--- src/sv/rrct_pkg.sv ---
// shared types and constants of the range read cache tag engine
package rrct_pkg;

  localparam int STATUS_W = 3;
  localparam int SLOT_W   = 4;
  localparam int POS_W    = 20;
  localparam int BYTES_W  = 21;
  localparam int LEN_W    = 32;
  localparam int SUSE_W   = 5;
  localparam int CFG_IDX_W  = 1;
  localparam int CFG_DATA_W = 21;

  localparam logic [BYTES_W-1:0] CHUNK_LIMIT       = 21'd1048576;
  localparam logic [SUSE_W-1:0]  SLOTS_IN_USE_RST  = 5'd16;
  localparam logic [BYTES_W-1:0] CHUNK_BYTES_RST   = 21'd32768;

  localparam logic [CFG_IDX_W-1:0] CFG_SLOTS_IN_USE = 1'b0;
  localparam logic [CFG_IDX_W-1:0] CFG_CHUNK_BYTES  = 1'b1;

  localparam logic ACT_LOOKUP = 1'b0;
  localparam logic ACT_FILL   = 1'b1;

  typedef enum logic [STATUS_W-1:0] {
    ST_HIT    = 3'd0,
    ST_MISS   = 3'd1,
    ST_BYPASS = 3'd2,
    ST_FILL   = 3'd3,
    ST_EOF    = 3'd4
  } status_t;

  typedef enum logic [2:0] {
    S_IDLE,
    S_SCAN,
    S_HITCALC,
    S_MISS,
    S_PUT
  } state_t;

endpackage

--- src/sv/rrct_if.sv ---
// valid/ready channels for request items and result items
interface rrct_req_if #(
  parameter int OFFSET_BITS = 48
);
  logic                             valid;
  logic                             ready;
  logic                             action;
  logic [OFFSET_BITS-1:0]           offset;
  logic [rrct_pkg::LEN_W-1:0]       length;
  logic [rrct_pkg::SLOT_W-1:0]      fill_slot;
  logic [rrct_pkg::BYTES_W-1:0]     fill_size;
  logic                             fill_eof;

  modport source (output valid, action, offset, length, fill_slot, fill_size, fill_eof,
                  input ready);
  modport sink (input valid, action, offset, length, fill_slot, fill_size, fill_eof,
                output ready);
endinterface

interface rrct_rsp_if;
  logic                             valid;
  logic                             ready;
  logic [rrct_pkg::STATUS_W-1:0]    status;
  logic [rrct_pkg::SLOT_W-1:0]      slot_index;
  logic [rrct_pkg::POS_W-1:0]       chunk_position;
  logic [rrct_pkg::BYTES_W-1:0]     hit_bytes;

  modport source (output valid, status, slot_index, chunk_position, hit_bytes,
                  input ready);
  modport sink (input valid, status, slot_index, chunk_position, hit_bytes,
                output ready);
endinterface

--- src/sv/range_read_cache_tags.sv ---
// tag and round-robin replacement engine of a fully associative read cache
// Each slot's start offset and byte count sit in one tag memory with a registered
// read; a flip-flop live bit per slot marks occupied slots, so reset frees all
// slots at once. One item is handled at a time. Fills and bypassed lookups pass
// through the result register into the output register once that is free. A
// lookup walks the slots in index order through the single read port, one slot per
// cycle: a hit passes through the hit calculation state, while a miss waits for
// the bit-serial remainder unit, started at acceptance, that computes the victim
// pointer advance. The next item is accepted as soon as the previous result sits
// in the output register.
module range_read_cache_tags #(
  parameter int MAX_SLOTS   = 16,
  parameter int OFFSET_BITS = 48
) (
  input  logic                             clk,
  input  logic                             rst,
  input  logic                             cfg_we,
  input  logic [rrct_pkg::CFG_IDX_W-1:0]   cfg_index,
  input  logic [rrct_pkg::CFG_DATA_W-1:0]  cfg_data,
  rrct_req_if.sink                         item,
  rrct_rsp_if.source                       result
);

  localparam int IDX_W   = (MAX_SLOTS > 1) ? $clog2(MAX_SLOTS) : 1;
  localparam int NW      = IDX_W + 1;
  localparam int CW      = $clog2(NW + 1);
  localparam int ENTRY_W = OFFSET_BITS + rrct_pkg::BYTES_W;

  // configuration
  logic [rrct_pkg::SUSE_W-1:0]  slots_in_use;
  logic [rrct_pkg::BYTES_W-1:0] chunk_bytes;

  always_ff @(posedge clk) begin
    if (rst) begin
      slots_in_use <= rrct_pkg::SLOTS_IN_USE_RST;
      chunk_bytes  <= rrct_pkg::CHUNK_BYTES_RST;
    end else if (cfg_we) begin
      case (cfg_index)
        rrct_pkg::CFG_SLOTS_IN_USE: slots_in_use <= cfg_data[rrct_pkg::SUSE_W-1:0];
        rrct_pkg::CFG_CHUNK_BYTES:  chunk_bytes  <= cfg_data;
        default: ;
      endcase
    end
  end

  // state and datapath registers
  rrct_pkg::state_t state, state_next;

  logic [ENTRY_W-1:0]            tag_mem [MAX_SLOTS];
  logic [ENTRY_W-1:0]            rd_data;
  logic [MAX_SLOTS-1:0]          slot_live;
  logic [IDX_W-1:0]              victim_pointer;

  logic [OFFSET_BITS-1:0]        off_q;
  logic [rrct_pkg::LEN_W-1:0]    len_q;
  logic [NW-1:0]                 n_q;
  logic [NW-1:0]                 scan_idx;
  logic [IDX_W-1:0]              cmp_idx;
  logic                          cmp_live;

  logic [IDX_W-1:0]              hit_idx;
  logic [rrct_pkg::POS_W-1:0]    hit_pos;
  logic [rrct_pkg::BYTES_W-1:0]  hit_cnt;

  logic [NW-1:0]                 mod_rem;
  logic [NW-1:0]                 mod_dvd;
  logic [CW-1:0]                 mod_cnt;

  logic [rrct_pkg::STATUS_W-1:0] res_status, res_status_next;
  logic [rrct_pkg::SLOT_W-1:0]   res_slot, res_slot_next;
  logic [rrct_pkg::POS_W-1:0]    res_pos, res_pos_next;
  logic [rrct_pkg::BYTES_W-1:0]  res_bytes, res_bytes_next;
  logic                          res_load;

  logic                          out_valid;
  logic [rrct_pkg::STATUS_W-1:0] out_status;
  logic [rrct_pkg::SLOT_W-1:0]   out_slot;
  logic [rrct_pkg::POS_W-1:0]    out_pos;
  logic [rrct_pkg::BYTES_W-1:0]  out_bytes;

  // combinational helpers
  logic                          accept;
  logic                          out_free;
  logic                          is_bypass;
  logic                          fill_in_range;
  logic [rrct_pkg::BYTES_W-1:0]  fill_sat;
  logic [rrct_pkg::BYTES_W-1:0]  fill_cap;
  logic [NW-1:0]                 n_eff;
  logic                          issue;
  logic                          mod_busy;
  logic                          mem_we;
  logic [OFFSET_BITS-1:0]        rd_start;
  logic [rrct_pkg::BYTES_W-1:0]  rd_cnt;
  logic [OFFSET_BITS:0]          diff;
  logic                          hit;
  logic [rrct_pkg::BYTES_W-1:0]  left;
  logic [rrct_pkg::BYTES_W-1:0]  hit_serve;
  logic [NW:0]                   mod_trial;

  assign accept    = item.valid && item.ready;
  assign out_free  = !out_valid || result.ready;
  assign is_bypass = 32'(item.length) > 32'(chunk_bytes);
  assign fill_in_range = 32'(item.fill_slot) < 32'(MAX_SLOTS);
  assign issue     = scan_idx < n_q;
  assign mod_busy  = mod_cnt != '0;

  always_comb begin
    if (slots_in_use == '0) begin
      n_eff = NW'(1);
    end else if (32'(slots_in_use) > 32'(MAX_SLOTS)) begin
      n_eff = NW'(MAX_SLOTS);
    end else begin
      n_eff = NW'(slots_in_use);
    end
  end

  // saturate the fill size at the chunk size and at the hard limit
  always_comb begin
    fill_cap = (item.fill_size > chunk_bytes) ? chunk_bytes : item.fill_size;
    fill_sat = (fill_cap > rrct_pkg::CHUNK_LIMIT) ? rrct_pkg::CHUNK_LIMIT : fill_cap;
  end

  assign mem_we = accept && (item.action == rrct_pkg::ACT_FILL) && !item.fill_eof
                  && fill_in_range;

  // range compare of the slot read last cycle
  assign rd_start = rd_data[ENTRY_W-1:rrct_pkg::BYTES_W];
  assign rd_cnt   = rd_data[rrct_pkg::BYTES_W-1:0];
  assign diff     = {1'b0, off_q} - {1'b0, rd_start};
  assign hit      = cmp_live && slot_live[cmp_idx] && (rd_cnt != '0) && !diff[OFFSET_BITS]
                    && (diff[OFFSET_BITS-1:0] < OFFSET_BITS'(rd_cnt));

  assign left      = hit_cnt - rrct_pkg::BYTES_W'(hit_pos);
  assign hit_serve = (32'(left) < len_q) ? left : len_q[rrct_pkg::BYTES_W-1:0];

  assign mod_trial = {mod_rem, mod_dvd[NW-1]};

  // next state
  always_comb begin
    state_next = state;
    case (state)
      rrct_pkg::S_IDLE: begin
        if (accept) begin
          if (item.action == rrct_pkg::ACT_FILL || is_bypass) begin
            state_next = rrct_pkg::S_PUT;
          end else begin
            state_next = rrct_pkg::S_SCAN;
          end
        end
      end
      rrct_pkg::S_SCAN: begin
        if (hit) begin
          state_next = rrct_pkg::S_HITCALC;
        end else if (!issue && cmp_live) begin
          state_next = rrct_pkg::S_MISS;
        end
      end
      rrct_pkg::S_HITCALC: state_next = rrct_pkg::S_PUT;
      rrct_pkg::S_MISS: begin
        if (!mod_busy) begin
          state_next = rrct_pkg::S_PUT;
        end
      end
      rrct_pkg::S_PUT: begin
        if (out_free) begin
          state_next = rrct_pkg::S_IDLE;
        end
      end
      default: state_next = rrct_pkg::S_IDLE;
    endcase
  end

  // result selection
  always_comb begin
    res_load        = 1'b0;
    res_status_next = res_status;
    res_slot_next   = res_slot;
    res_pos_next    = res_pos;
    res_bytes_next  = res_bytes;
    case (state)
      rrct_pkg::S_IDLE: begin
        if (accept) begin
          res_load       = 1'b1;
          res_slot_next  = item.fill_slot;
          res_pos_next   = '0;
          res_bytes_next = '0;
          if (item.action == rrct_pkg::ACT_LOOKUP) begin
            res_status_next = rrct_pkg::ST_BYPASS;
            res_slot_next   = '0;
          end else if (item.fill_eof) begin
            res_status_next = rrct_pkg::ST_EOF;
          end else begin
            res_status_next = rrct_pkg::ST_FILL;
            if (fill_in_range) begin
              res_bytes_next = fill_sat;
            end
          end
        end
      end
      rrct_pkg::S_HITCALC: begin
        res_load        = 1'b1;
        res_status_next = rrct_pkg::ST_HIT;
        res_slot_next   = rrct_pkg::SLOT_W'(hit_idx);
        res_pos_next    = hit_pos;
        res_bytes_next  = hit_serve;
      end
      rrct_pkg::S_MISS: begin
        res_load        = !mod_busy;
        res_status_next = rrct_pkg::ST_MISS;
        res_slot_next   = rrct_pkg::SLOT_W'(mod_rem);
        res_pos_next    = '0;
        res_bytes_next  = '0;
      end
      default: ;
    endcase
  end

  always_ff @(posedge clk) begin
    if (rst) begin
      state          <= rrct_pkg::S_IDLE;
      slot_live      <= '0;
      victim_pointer <= '0;
      cmp_live       <= 1'b0;
      mod_cnt        <= '0;
      out_valid      <= 1'b0;
    end else begin
      state <= state_next;

      if (mem_we) begin
        slot_live[IDX_W'(item.fill_slot)] <= fill_sat != '0;
      end

      cmp_live <= (state == rrct_pkg::S_SCAN) && issue && !hit;

      // bit-serial remainder for the victim pointer advance
      if (accept && item.action == rrct_pkg::ACT_LOOKUP && !is_bypass) begin
        mod_cnt <= CW'(NW);
      end else if (mod_busy) begin
        mod_cnt <= mod_cnt - CW'(1);
      end

      if (state == rrct_pkg::S_MISS && !mod_busy) begin
        victim_pointer <= mod_rem[IDX_W-1:0];
      end

      if (state == rrct_pkg::S_PUT && out_free) begin
        out_valid <= 1'b1;
      end else if (result.ready) begin
        out_valid <= 1'b0;
      end
    end
  end

  // tag memory: one write port, one registered read port
  always_ff @(posedge clk) begin
    if (mem_we) begin
      tag_mem[IDX_W'(item.fill_slot)] <= {item.offset, fill_sat};
    end
    rd_data <= tag_mem[scan_idx[IDX_W-1:0]];
  end

  always_ff @(posedge clk) begin
    if (accept) begin
      off_q    <= item.offset;
      len_q    <= item.length;
      n_q      <= n_eff;
      scan_idx <= '0;
      mod_rem  <= '0;
      mod_dvd  <= NW'(victim_pointer) + NW'(1);
    end else begin
      if (state == rrct_pkg::S_SCAN && issue) begin
        scan_idx <= scan_idx + NW'(1);
      end
      if (mod_busy) begin
        if (mod_trial >= {1'b0, n_q}) begin
          mod_rem <= NW'(mod_trial - {1'b0, n_q});
        end else begin
          mod_rem <= NW'(mod_trial);
        end
        mod_dvd <= mod_dvd << 1;
      end
    end
    cmp_idx <= scan_idx[IDX_W-1:0];
    if (hit) begin
      hit_idx <= cmp_idx;
      hit_pos <= diff[rrct_pkg::POS_W-1:0];
      hit_cnt <= rd_cnt;
    end
    if (res_load) begin
      res_status <= res_status_next;
      res_slot   <= res_slot_next;
      res_pos    <= res_pos_next;
      res_bytes  <= res_bytes_next;
    end
    if (state == rrct_pkg::S_PUT && out_free) begin
      out_status <= res_status;
      out_slot   <= res_slot;
      out_pos    <= res_pos;
      out_bytes  <= res_bytes;
    end
  end

  assign item.ready            = state == rrct_pkg::S_IDLE;
  assign result.valid          = out_valid;
  assign result.status         = out_status;
  assign result.slot_index     = out_slot;
  assign result.chunk_position = out_pos;
  assign result.hit_bytes      = out_bytes;

endmodule
--- src/flat_wrapper.sv ---
// flat-port wrapper written by rule: the top's interface ports become plain ports
module range_read_cache_tags_flat 
#(
  parameter int MAX_SLOTS   = 16,
  parameter int OFFSET_BITS = 48
)
  (clk, rst, cfg_we, cfg_index, cfg_data, item_valid, item_action, item_offset, item_length, item_fill_slot, item_fill_size, item_fill_eof, item_ready, result_valid, result_status, result_slot_index, result_chunk_position, result_hit_bytes, result_ready);
  rrct_req_if #(.OFFSET_BITS(OFFSET_BITS)) item_i ();
  rrct_rsp_if result_i ();
  input  logic clk;
  input  logic rst;
  input  logic cfg_we;
  input  logic [rrct_pkg::CFG_IDX_W-1:0] cfg_index;
  input  logic [rrct_pkg::CFG_DATA_W-1:0] cfg_data;
  input wire logic [$bits(item_i.valid)-1:0] item_valid;
  input wire logic [$bits(item_i.action)-1:0] item_action;
  input wire logic [$bits(item_i.offset)-1:0] item_offset;
  input wire logic [$bits(item_i.length)-1:0] item_length;
  input wire logic [$bits(item_i.fill_slot)-1:0] item_fill_slot;
  input wire logic [$bits(item_i.fill_size)-1:0] item_fill_size;
  input wire logic [$bits(item_i.fill_eof)-1:0] item_fill_eof;
  output wire logic [$bits(item_i.ready)-1:0] item_ready;
  output wire logic [$bits(result_i.valid)-1:0] result_valid;
  output wire logic [$bits(result_i.status)-1:0] result_status;
  output wire logic [$bits(result_i.slot_index)-1:0] result_slot_index;
  output wire logic [$bits(result_i.chunk_position)-1:0] result_chunk_position;
  output wire logic [$bits(result_i.hit_bytes)-1:0] result_hit_bytes;
  input wire logic [$bits(result_i.ready)-1:0] result_ready;
  assign item_i.valid = item_valid;
  assign item_i.action = item_action;
  assign item_i.offset = item_offset;
  assign item_i.length = item_length;
  assign item_i.fill_slot = item_fill_slot;
  assign item_i.fill_size = item_fill_size;
  assign item_i.fill_eof = item_fill_eof;
  assign item_ready = item_i.ready;
  assign result_valid = result_i.valid;
  assign result_status = result_i.status;
  assign result_slot_index = result_i.slot_index;
  assign result_chunk_position = result_i.chunk_position;
  assign result_hit_bytes = result_i.hit_bytes;
  assign result_i.ready = result_ready;
  range_read_cache_tags #(.MAX_SLOTS(MAX_SLOTS), .OFFSET_BITS(OFFSET_BITS)) u_core (.clk(clk), .rst(rst), .cfg_we(cfg_we), .cfg_index(cfg_index), .cfg_data(cfg_data), .item(item_i), .result(result_i));
endmodule
--- config.mk ---
export PLATFORM = sky130hd
export DESIGN_NAME = range_read_cache_tags_flat
export DESIGN_NICKNAME = d
export VERILOG_FILES = /design/src/sv/rrct_pkg.sv /design/src/sv/rrct_if.sv /design/src/sv/range_read_cache_tags.sv /design/src/flat_wrapper.sv
export SDC_FILE = /design/constraint.sdc
export NUM_CORES = 2
export LEC_CHECK = 0
export BUFFER_PORTS_ARGS = -buffer_cell sky130_fd_sc_hd__buf_2
export CAP_MARGIN = 30
export CORE_ASPECT_RATIO = 0.5
export CORE_MARGIN = 1
export CORE_UTILIZATION = 60
export DETAILED_ROUTE_END_ITERATION = 8
export PLACE_DENSITY = 0.86
export REMOVE_ABC_BUFFERS = 1
export SYNTH_ARGS = -nofsm -noshare
export SYNTH_HDL_FRONTEND = slang
export SYNTH_SLANG_ARGS = --single-unit
--- constraint.sdc ---
create_clock -name clk -period 24.5 [get_ports clk]
set_input_delay 3.675 -clock clk [delete_from_list [all_inputs] [get_ports clk]]
set_output_delay 3.675 -clock clk [all_outputs]
set_load 0.005 [all_outputs]
* After elaboration in Yosys (flattened, before gate mapping)
Memories as Yosys holds them, arrays and structs flattened. A register that Yosys moved wholly into a read port is not among the register bits.
Cells that the tools add are included.
** Storage, ports and cells
- RAM bits :: 1104
- Logic and storage cells :: 135
- Input port bits :: 134
- Output and inout port bits :: 50
- Memories kept :: 1
- Flip-flop bits (word level) :: 299
** Memory list
- u_core.tag_mem :: depth 16, bits a word 69, rd ports 1, clocked after Yosys merged registers in 1, wr ports 1, line range_read_cache_tags.sv:49 : logic [ENTRY_W-1:0] tag_mem [MAX_SLOTS];
** Operators by class
- Add/subtract/negate cells :: 6
- Bitwise gates (word level) :: 2
- Eq/ne operators :: 8
- Order comparisons :: 11
- Reduce and logical (&&, ||, !) cells :: 39
- Mux-type cells :: 40
** Operators by type and width (number)
- $mux W21 :: 6
- $pmux W21 S3 :: 1
- $pmux W20 S3 :: 1
- $sub A48 B48 Y49 :: 1
- $lt A48 B21 Y1 :: 1
- $reduce_bool A21 Y1 :: 2
- $mux W3 :: 11
- $gt A32 B21 Y1 :: 1
- $lt A21 B32 Y1 :: 1
- $gt A21 B21 Y1 :: 1
- $gt A21 B21 Y1 const B :: 1
- $sub A21 B20 Y21 :: 1
- $mux W20 :: 1
- $mux W5 :: 4
- $bwmux W16 :: 1
- $logic_and A1 B1 Y1 :: 15
- $pmux W3 S5 :: 1
- $pmux W4 S3 :: 1
- $lt A4 B5 Y1 const B :: 2
- $pmux W3 S3 :: 1
- $mux W4 :: 2
- $logic_not A1 Y1 :: 7
- $mux W1 :: 7
- $eq A3 B2 Y1 const B :: 2
- 26 further kinds :: 34

* Logic depth before layout (Yosys ltp)
- Depth after elaboration :: 8
- Depth in mapped cells :: 24
- Mapped depth without buffers :: 23

* Worst setup path before layout
OpenSTA, ideal clock, no wires.
- Path type :: in2reg
- From :: input port item_valid
- To :: memory u_core.tag_mem[0][0] (netlist bit) (enable)
- Data arrival time :: 9.120 ns
- Library setup time :: 0.585 ns
- Slack :: 14.795 ns
- Path buffers :: 0
- Required time :: 23.915 ns
- Cell stages on the path :: 5
- Cells stage by stage :: nand2_1 > inv_1 > nand2_1 > or3_1 > nor3_1
** On the way
- Longest elaborated chain between the ends :: 5
** Ends and longest elaborated chain
- start: declaration :: line flat_wrapper.sv:15 : input wire logic [$bits(item_i.valid)-1:0] item_valid;
- $logic_and A1 B1 Y1 :: line range_read_cache_tags.sv:100 : assign accept = item.valid && item.ready;
- $logic_and A1 B1 Y1 (2 in series) :: line range_read_cache_tags.sv:123 : assign mem_we = accept && (item.action == rrct_pkg::ACT_FILL) && !item.fill_eof
- $mux W1 :: line range_read_cache_tags.sv:256 : if (mem_we) begin
- $mux W1 (not written as such) :: line range_read_cache_tags.sv:257 : tag_mem[IDX_W'(item.fill_slot)] <= {item.offset, fill_sat};
- end: declaration :: line range_read_cache_tags.sv:49
No other way between the ends.

* Worst setup path after layout
- From :: input port item_valid
- To :: memory u_core.tag_mem[2][52] (netlist bit) (enable)
The elaborated chain is that of the path after synthesis.

==> flow_summary.ini <==
[power_and_ir_drop]
p_comb_share_pct = 5.2
max-vdd-ir-drop_v = 0.0000657
p_clk_share_pct = 38.4
p_sw_mw = 1.10
power_density_mw_per_mm2 = 74.4
p_sw_share_pct = 22.1
seqPwrFrac_pct = 56.3
leakagePower_nw = 22.4
internal_power_mw = 3.89

[clocking]
cts_hold_buffers = 0
numCtsBuffers = 119
clk_latency_ns = 0.76
clock-root-buffer = clkbuf_16
ctsResizeCount = 0
tritoncts = built
cts_setup_buffers = 0
htree_levels = 3
cts.sinks = 1472
clk_pin_slew_worst_paths_ns = 0.07
clock_path_buffers = 3

[sta]
setup_tns_ns = 0
fmax_ghz = 0.132
fin_skew_ns = 0.0254
maxSlewHeadroom_pct = 26.0
final_max_slew_viol_count = 0
rsz0062_at_grt = no
tightest_slew_ns = 1.11
fin_crit_ns = 7.58
hold_viol = 0
period_share_pct = 30.9
setup_viol = 0
setup_slack_ns = 16.92
whs_ns = 0.421

[route]
firstDrtPassIters = 9
vias = 34700
routedWlPerCell_um = 31.6
drcViolationCount = 48
drtAntennaViolNets = 0
routed_wl_mm = 159
drt_iter0_drc = 5302
vias_per_cell = 6.87

[critical_path]
crit_chain = buf_2 -> nand2_1 -> inv_4 -> buf_4 -> nand2_1 -> or3_1 -> nor2_4 -> buf_4 -> buf_4
timing.critical_path.buf_inv = 5
arrival_ns = 7.93
crit_cells = 9
cp_max_fo = 52
worstPathRequired_ns = 24.86
crit_path_max_incr_delay_ns = 0.88
slowest_stage = buf_4
critPathLaunchType = input port
cpLargestDelayFamily = buffers and inverters
r2r_cells = 21
critPathKind = in -> reg
cpMostUsedCell = buf_4
end_kind = flip-flop

[global_routing]
grt_use_total_pct = 31.2
grt_pass1_wl_mm = 229
use_met2_pct = 50.9
grt_max_degree = 121
use_met1_pct = 40.7
grt_util_met3_pct = 6.39
overflow = 0
grt.busiest_layer = met2
grt_pass1_vias = 34700
antenna_found_initial = 20

[logic_synthesis]
netlist_area_mm2 = 0.0604
avgSynthCellArea_um2 = 17.9
ys_seq_area_share_pct = 70.9
synthDistinctLibCells = 83
async_reset_ff_share_pct = 0
synth-seq-cells = 1472
syn_inst = 3371
synthFlopType = edfxtp_1
yosys_warnings = 0
synth_edf_count = 1335

[hold_path]
worstHoldPathCells = 0
hold_class = reg -> reg

[floorplanning]
die_x_um = 451
dieArea_mm2 = 0.102
die_y_um = 226
start_util_pct = 61.2
rows = 81
coreArea_mm2 = 0.0987
io_pins = 184

[finish]
area_growth_pct = 11.0
final_cells = 5050
drive_gt1_share_pct = 22.1
nets = 3903

[placement]
place_ws_ns = 16.27
dp_hpwl_mm = 93.0
place_inst = 4803
io_buffers = 183
gp_congestion = 0.951

[outcome]
status = complete, but fails checks
violations = design-rule violations

[flow_run]
drv_cap = 0
[final timing paths]
| path | from | to | slack, ns |
|---|---|---|---|
| max | item_valid | u_core.tag_mem[2][52] | 16.92 |
| min | u_core.res_pos[11] | u_core.result.chunk_position[11] | 0.42 |
| max reg2reg | u_core.off_q[0] | u_core.cmp_live | 18.08 |
| min reg2reg | u_core.res_pos[11] | u_core.result.chunk_position[11] | 0.42 |
[worst reg2reg max path, stage by stage, from the launching register on]
cell and delay [ns]:
edfxtp_1 0.36, inv_1 0.07, ha_1 0.18, inv_1 0.07, fa_1 0.44, a211oi_2 0.28
o31a_1 0.31, a21boi_2 0.16, o211ai_2 0.41, nand2b_1 0.15, xor2_1 0.22, ha_1 0.27
nor4b_1 0.61, nand2_1 0.16, nor4_1 0.26, o2111ai_1 0.19, nor4_2 0.23, o2111ai_1 0.12
or4_1 0.55, or4_4 0.64, nor4_1 0.44, nor4_1 0.13
[cells in the mapped netlist, types with 34 or more instances]
master / number / share of area (%)
edfxtp_1: 1335 / 66
mux4_2: 349 / 13
inv_1: 173 / 1.1
nor2_1: 167 / 1.0
ha_1: 165 / 3.4
nand2_1: 138 / 0.86
dfxtp_1: 137 / 4.5
a21oi_1: 125 / 1.0
clkbuf_1: 86 / 0.53
o21ai_0: 65 / 0.54
mux2i_1: 63 / 1.0
a21o_1: 47 / 0.58
nand3_1: 46 / 0.38
buf_1: 35 / 0.22
a211oi_1: 34 / 0.42
[cell families (layout without fill, tap and decap cells)]
family                   after synthesis  after routing  share of synthesized area (%)
multiplexers                         413            413                           14.1
AO/OA/AOI/OAI                        419            419                           4.47
XOR/XNOR                              50             50                          0.725
flip-flops                          1472           1472                           70.9
buffers and inverters                306            640                           1.94
AND/OR/NAND/NOR                      543            543                           4.36
other                                  0             17                              0
adder cells (fa/ha/maj)              168            168                           3.52
[layout by cell type, fill, tap and decap left out, types with 22 or more instances in the layout]
cell | netlist | routed
ha_1 | 165 | 165
mux4_2 | 349 | 349
a21oi_1 | 125 | 123
o21a_1 | 28 | 28
nor4_1 | 26 | 26
a21o_1 | 47 | 47
mux2i_1 | 63 | 63
nand2_1 | 138 | 137
clkinv_2 | 0 | 22
nand4_1 | 32 | 32
buf_4 | 1 | 52
nand3_1 | 46 | 46
nor3_1 | 29 | 25
o21ai_0 | 65 | 65
clkbuf_1 | 86 | 38
nor2_1 | 167 | 153
edfxtp_1 | 1335 | 1335
buf_2 | 10 | 184
clkbuf_16 | 0 | 120
xnor2_1 | 31 | 31
a211oi_1 | 34 | 34
inv_1 | 173 | 172
dfxtp_1 | 137 | 133
[metrics by stage]
| stage | utilization (%) | power, mW | cell area (um^2) |
|---|---|---|---|
| 2_1_floorplan | - | 3.00 | 59900 |
| 3_3_place_gp | 63.8 | 3.09 | 63000 |
| 3_5_place_dp | 63.9 | 3.11 | 63100 |
| 4_1_cts | 67.8 | 4.99 | 66900 |
| 5_1_grt | 67.9 | 5.10 | 67000 |
| 6_report | 67.9 | 4.99 | 67000 |
[per-layer routing]
layer | vias to the layer above | wire length [um] | share of wire (%)
met5 | - | 13 | 0.0082
met4 | 2 | 8290 | 5.2
met3 | 510 | 18200 | 11
met2 | 2728 | 77100 | 48
met1 | 17500 | 55700 | 35
li1 | 14000 | - | -
[final cells by class]
type                    count  area (um^2)
fillers                  5815        31700
flip-flops and latches   1472        42800
repair buffers            242         1460
inverters                 173          652
clock buffers             173         3350
diodes                     17         42.5
multi-input cells        1593        16500
well taps                1328         1660
clock inverters            52          493
[flip-flops by register name (all words and copies together), names as in the netlist, 20 cells and up]
signal and flops:
u_core.len_q 32, u_core.res_pos 20, u_core.chunk_bytes 21, u_core.hit_cnt 21
u_core.result.hit_bytes 21, u_core.tag_mem 1104, u_core.off_q 48, u_core.hit_pos 20
u_core.res_bytes 21, u_core.rd_data 69, u_core.result.chunk_position 20
[power by group through the flow]
stage                     Sequential (mW)  Combinational [mW]  Clock, mW
after floorplan                      2.85               0.147          0
after global placement               2.86               0.233          0
after detailed placement             2.86               0.247          0
after CTS                            2.81               0.252       1.92
after global routing                 2.81               0.279       2.01
final                                2.81               0.260       1.92
No activity file was read; power rests on OpenSTA's default activity.
